$ cat src/rtl/rme_pkg.sv
package rme_pkg;

   localparam int DATA_W = 36;
   localparam int ANG_W = 34;
   localparam int STAGES_DEFAULT = 16;
   localparam int TAB_LEN = 24;
   localparam int MAG_W = 35;
   localparam int MAG_LO_W = 18;
   localparam int GAIN_W = 30;

   localparam logic [GAIN_W-1:0] INV_GAIN = 30'd652032874;

   typedef logic signed [DATA_W-1:0] data_type;
   typedef logic signed [ANG_W-1:0]  ang_type;
   typedef logic signed [15:0]       bam_type;

   localparam ang_type ANG_PI = 34'sd2147483648;

   // atan(2^-i), 2^31 units per pi
   function automatic ang_type atan_entry(input int i);
      ang_type t;
      case (i)
         0:  t = 34'sd536870912;
         1:  t = 34'sd316933405;
         2:  t = 34'sd167458907;
         3:  t = 34'sd85004756;
         4:  t = 34'sd42667331;
         5:  t = 34'sd21354465;
         6:  t = 34'sd10679838;
         7:  t = 34'sd5340245;
         8:  t = 34'sd2670163;
         9:  t = 34'sd1335086;
         10: t = 34'sd667544;
         11: t = 34'sd333772;
         12: t = 34'sd166886;
         13: t = 34'sd83443;
         14: t = 34'sd41721;
         15: t = 34'sd20860;
         16: t = 34'sd10430;
         17: t = 34'sd5215;
         18: t = 34'sd2607;
         19: t = 34'sd1303;
         20: t = 34'sd651;
         21: t = 34'sd325;
         22: t = 34'sd162;
         23: t = 34'sd81;
         default: t = '0;
      endcase
      return t;
   endfunction

   // Q2.14 entry into internal Q.30
   function automatic data_type widen(input bam_type v);
      return {{(DATA_W-32){v[15]}}, v, 16'b0};
   endfunction

   // round to nearest binary angle, wrap to 16 bits
   function automatic bam_type to_bam(input ang_type z);
      ang_type t;
      t = z + 34'sd32768;
      return t[31:16];
   endfunction

endpackage

$ cat src/rtl/rme_gain.sv
module rme_gain (
   input  logic              clock,
   input  logic              reset,
   input  logic              en,
   input  logic              in_vld,
   input  rme_pkg::data_type in_mag,
   input  rme_pkg::data_type in_ay0,
   input  rme_pkg::data_type in_ay1,
   input  rme_pkg::ang_type  in_yaw,
   input  rme_pkg::bam_type  in_r20,
   output logic              out_vld,
   output rme_pkg::data_type out_px,
   output rme_pkg::data_type out_ay0,
   output rme_pkg::data_type out_ay1,
   output rme_pkg::ang_type  out_yaw,
   output rme_pkg::bam_type  out_r20
);
   import rme_pkg::*;

   localparam int HI_W = MAG_W - MAG_LO_W;
   localparam int PLO_W = MAG_LO_W + GAIN_W;
   localparam int PHI_W = HI_W + GAIN_W;
   localparam int SUM_W = PHI_W + MAG_LO_W + 1;

   logic [1:0]       vld_ff;
   logic [PLO_W-1:0] plo_ff, plo_in;
   logic [PHI_W-1:0] phi_ff, phi_in;
   data_type         ay0_ff [0:1];
   data_type         ay1_ff [0:1];
   ang_type          yaw_ff [0:1];
   bam_type          r20_ff [0:1];
   data_type         px_ff, px_in;
   logic [SUM_W-1:0] sum;

   // magnitude is non-negative: split into two narrow products
   always_comb begin
      plo_in = PLO_W'(in_mag[MAG_LO_W-1:0]) * PLO_W'(INV_GAIN);
      phi_in = PHI_W'(in_mag[MAG_W-1:MAG_LO_W]) * PHI_W'(INV_GAIN);
      sum    = {1'b0, phi_ff, {MAG_LO_W{1'b0}}} + SUM_W'(plo_ff);
      px_in  = $signed(sum[GAIN_W +: DATA_W]);
   end

   always_ff @(posedge clock) begin
      if (reset) begin
         vld_ff <= '0;
      end else if (en) begin
         vld_ff <= {vld_ff[0], in_vld};
      end
   end

   always_ff @(posedge clock) begin
      if (en) begin
         plo_ff    <= plo_in;
         phi_ff    <= phi_in;
         px_ff     <= px_in;
         ay0_ff[0] <= in_ay0;
         ay1_ff[0] <= in_ay1;
         yaw_ff[0] <= in_yaw;
         r20_ff[0] <= in_r20;
         ay0_ff[1] <= ay0_ff[0];
         ay1_ff[1] <= ay1_ff[0];
         yaw_ff[1] <= yaw_ff[0];
         r20_ff[1] <= r20_ff[0];
      end
   end

   assign out_vld = vld_ff[1];
   assign out_px  = px_ff;
   assign out_ay0 = ay0_ff[1];
   assign out_ay1 = ay1_ff[1];
   assign out_yaw = yaw_ff[1];
   assign out_r20 = r20_ff[1];

endmodule

$ cat config.mk
export PLATFORM = sky130hd
export DESIGN_NAME = rme_gain
export DESIGN_NICKNAME = d
export VERILOG_FILES = /design/src/rtl/rme_pkg.sv /design/src/rtl/rme_gain.sv
export SDC_FILE = /design/constraint.sdc
export NUM_CORES = 2
export LEC_CHECK = 0
export BUFFER_PORTS_ARGS = -buffer_cell sky130_fd_sc_hd__buf_4
export CAP_MARGIN = 20
export CORE_MARGIN = 5
export CORE_UTILIZATION = 56
export DETAILED_ROUTE_END_ITERATION = 8
export PLACE_DENSITY = 0.78
export SLEW_MARGIN = 30
export SYNTH_ARGS = -nofsm -noshare
export SYNTH_HDL_FRONTEND = slang
export SYNTH_SLANG_ARGS = --single-unit
$ cat constraint.sdc
create_clock -name clock -period 8 [get_ports clock]
set_input_delay 0.4 -clock clock [delete_from_list [all_inputs] [get_ports clock]]
set_output_delay 0.4 -clock clock [all_outputs]
set_load 0.03 [all_outputs]
==> run_results.csv <==
group,metric,value,unit
run_status,outcome,"completed",
floorplan,die_h,269,um
timing,drv_slew,0,
setup_path,worst_ep_arrival_time,7.48,ns
global_routing,grt_overflow,0,
layout,nFillCells,4898,
logic_synthesis,synth_top_area_share,31.9,%
place,hpwlAfterDp,67400,um
detailed_routing,wirelength,82600,um
floorplan,die_x,269,um
timing,slew_headroom,39.4,%
hold_path,min-delay-start,"in_ay0[17]",
setup_path,rr_startpoint,"plo_ff[20]$_DFFE_PP_",
place,place_area,0.0402,sq mm
floorplan,core-area,0.0661,sq mm
cts,cts_tree,"built",
timing,fin_ws,0.823,ns
logic_synthesis,synth_top_area_cell,"fa_1",
hold_path,hp-class,"input pin to flip-flop",
logic_synthesis,synth_edf_count,355,
global_routing,grt_max_degree,179,
setup_path,criticalPathCategory,"input pin to flip-flop",
setup_path,crit_start,"in_mag[15]",
layout,nets,4757,
layout,syn2layout_area_growth,13.7,%
global_routing,grt_pass1_wl,131000,um
global_routing,grt_usage,23.4,%
timing,tightest_slew,0.910,ns
logic_synthesis,synth_area_per_cell,12.0,sq um
job,max_cap_violations,0,
timing,setup_viol_count_final,0,
cts,hold_buffers,111,
timing,hold_viol,0,
layout,seqCellArea,0.0107,sq mm
logic_synthesis,ys.warnings.count,0,
cts,numCtsBuffers,39,
floorplan,die-area,0.0722,sq mm
timing,fin_crit_sh,89.7,%
floorplan,num_io_pins,321,
layout,drive_gt1_share,12.2,%
logic_synthesis,synthCells,3132,
global_routing,grt_pass1_vias,25000,
logic_synthesis,synth_ff_type,"edfxtp_1",
layout,multiInputGateArea,0.0225,sq mm
detailed_routing,drtAntennaViolNets,0,
global_routing,antenna_found_initial,2,
timing,tns,0,ns
cts,cts_setup_buffers,0,
place,preCtsSetupSlack,0.324,ns
place,port-buffer-count,319,
timing,skew,0.0247,ns
logic_synthesis,synth_area,0.0375,sq mm
logic_synthesis,synth-seq-cells,357,
floorplan,rows,94,
detailed_routing,drcViolationCount,0,
place,gp_congestion,0.927,
detailed_routing,detail_route.first_pass.iterations,5,
cts,cts_resized,0,
logic_synthesis,synth-async-reset-ratio,0,%
setup_path,cp_max_fo,9,
logic_synthesis,synth-seq-area-share,28.5,%
cts,htreeDepth,2,
logic_synthesis,synthDistinctLibCells,70,
setup_path,worstSetupStartpointType,"input pin",
logic_synthesis,synth_fp_nets,4401,
logic_synthesis,yosysMostFrequentCell,"inv_1",
detailed_routing,drtIter0Drc,1389,
cts,cts_num_sinks,357,
floorplan,start_util,56.7,%
cts,clkTransAtPathRegs,0.06,ns
detailed_routing,vias,22700,
logic_synthesis,synth.top_cells.by_area,"fa_1, edfxtp_1, ha_1",
timing,finalWorstPathRequiredPeriod,7.18,ns
setup_path,required,8.30,ns
logic_synthesis,yosys-top-cells-count,"inv_1, fa_1, ha_1",
cts,clock_latency,0.57,ns
detailed_routing,vias_per_cell,5.17,
layout,utilization,64.5,%
detailed_routing,routedWlPerCell,18.8,um
setup_path,critPathCaptureType,"flip-flop",
cts,cts.path.max_buffers,3,
timing,fmax,0.139,GHz
cts,cts_root_buf,"clkbuf_16",
timing,rsz0062_at_grt,"false",
layout,fin_area,0.0426,sq mm
-- cell type report --
type / count / area share (%)
Multi-Input combinational cell: 1753 / 52.8
Antenna cell: 2 / 0.0117
Clock buffer: 43 / 2.33
Sequential cell: 357 / 25.1
Timing Repair Buffer: 452 / 8.67
Clock inverter: 28 / 0.755
Inverter: 885 / 7.80
Tap cell: 864 / 2.54
-- cell families (layout without fill, tap and decap cells) --
kind of cell,after synthesis,count (layout),synth area share (%)
fa+ha+maj,1107,1107,48.9
buf+inv,1022,1408,11.5
flops,357,357,28.5
compound gates,280,280,4.83
simple gates,243,243,3.37
xor+xnor,121,121,2.83
mux,2,2,0.0534
other cells,0,2,0
-- per-layer routing --
| metal | part of all wire (%) | routed length [um] | track usage (%) | vias to the layer above |
|---|---|---|---|---|
| met5 | 0 | 0 | 0 | - |
| met4 | 3.0 | 2480 | 6.73 | 0 |
| met3 | 7.0 | 5800 | 5.07 | 138 |
| met2 | 50 | 41100 | 40.7 | 675 |
| met1 | 40 | 33200 | 29.8 | 11400 |
| li1 | - | - | - | 10500 |
-- cell usage in the layout (no fill, tap or decap), drive strengths merged, types with 3 or more instances in the layout --
master,n
a211oi,8
a21o,56
a21oi,91
a221oi,4
a31o,3
a31oi,11
and2,11
and3,22
buf,341
bufinv,5
clkbuf,43
clkinv,15
clkinvlp,3
dlygate4sd3,111
edfxtp,355
fa,598
ha,509
inv,890
nand2,51
nand2b,9
nand3,27
nand3b,4
nand4,17
nor2,48
nor2b,9
nor3,14
nor4b,3
o211ai,5
o21a,9
o21ai,49
o21bai,12
o221ai,3
o22ai,4
o311ai,3
o31a,3
or2,16
or3,5
xnor2,78
xor2,43
-- path summary, 6_finish.rpt --
kind	endpoint	slack [ns]	cells past startpoint
max	plo_ff[46]$_DFFE_PP_	0.82	25
min	ay0_ff[0][17]$_DFFE_PP_	0.03	1
max reg2reg	out_px[32]$_DFFE_PP_	4.38	10
min reg2reg	ay1_ff[0][50]$_DFFE_PP_	0.41	0
-- stage by stage --
step / hold WS (ns) / std cells
2_1_floorplan: 0.400 / 3132
3_3_place_gp: 0.400 / 4200
3_5_place_dp: 0.405 / 4200
4_1_cts: 0.000200 / 4382
5_1_grt: 0.00435 / 4383
6_report: 0.0266 / 4384
-- critical path, stage by stage --
cell and delay [ns]:
buf_4 0.22, inv_1 0.23, ha_1 0.35, inv_1 0.09, fa_1 0.49, inv_1 0.06, fa_1 0.58, fa_1 0.46
fa_1 0.55, inv_1 0.05, fa_1 0.47, fa_1 0.54, inv_1 0.06, fa_1 0.47, inv_1 0.04, ha_1 0.34
a21oi_1 0.28, o21bai_1 0.09, a21oi_1 0.25, o2111a_1 0.20, o21ai_0 0.18, and2_1 0.26, a211oi_1 0.44, o21ai_0 0.19
xor2_1 0.17
-- sequential cells by signal, summed over array words and instances, names as in the netlist --
name / cells
ay0_ff: 72
ay1_ff: 72
phi_ff: 46
r20_ff: 32
vld_ff: 2
yaw_ff: 68
plo_ff: 29
out_px: 36
Power is left out: the tool's default activity adds up to more than one toggle a clock period on the data nets, which glitch-free logic cannot reach.
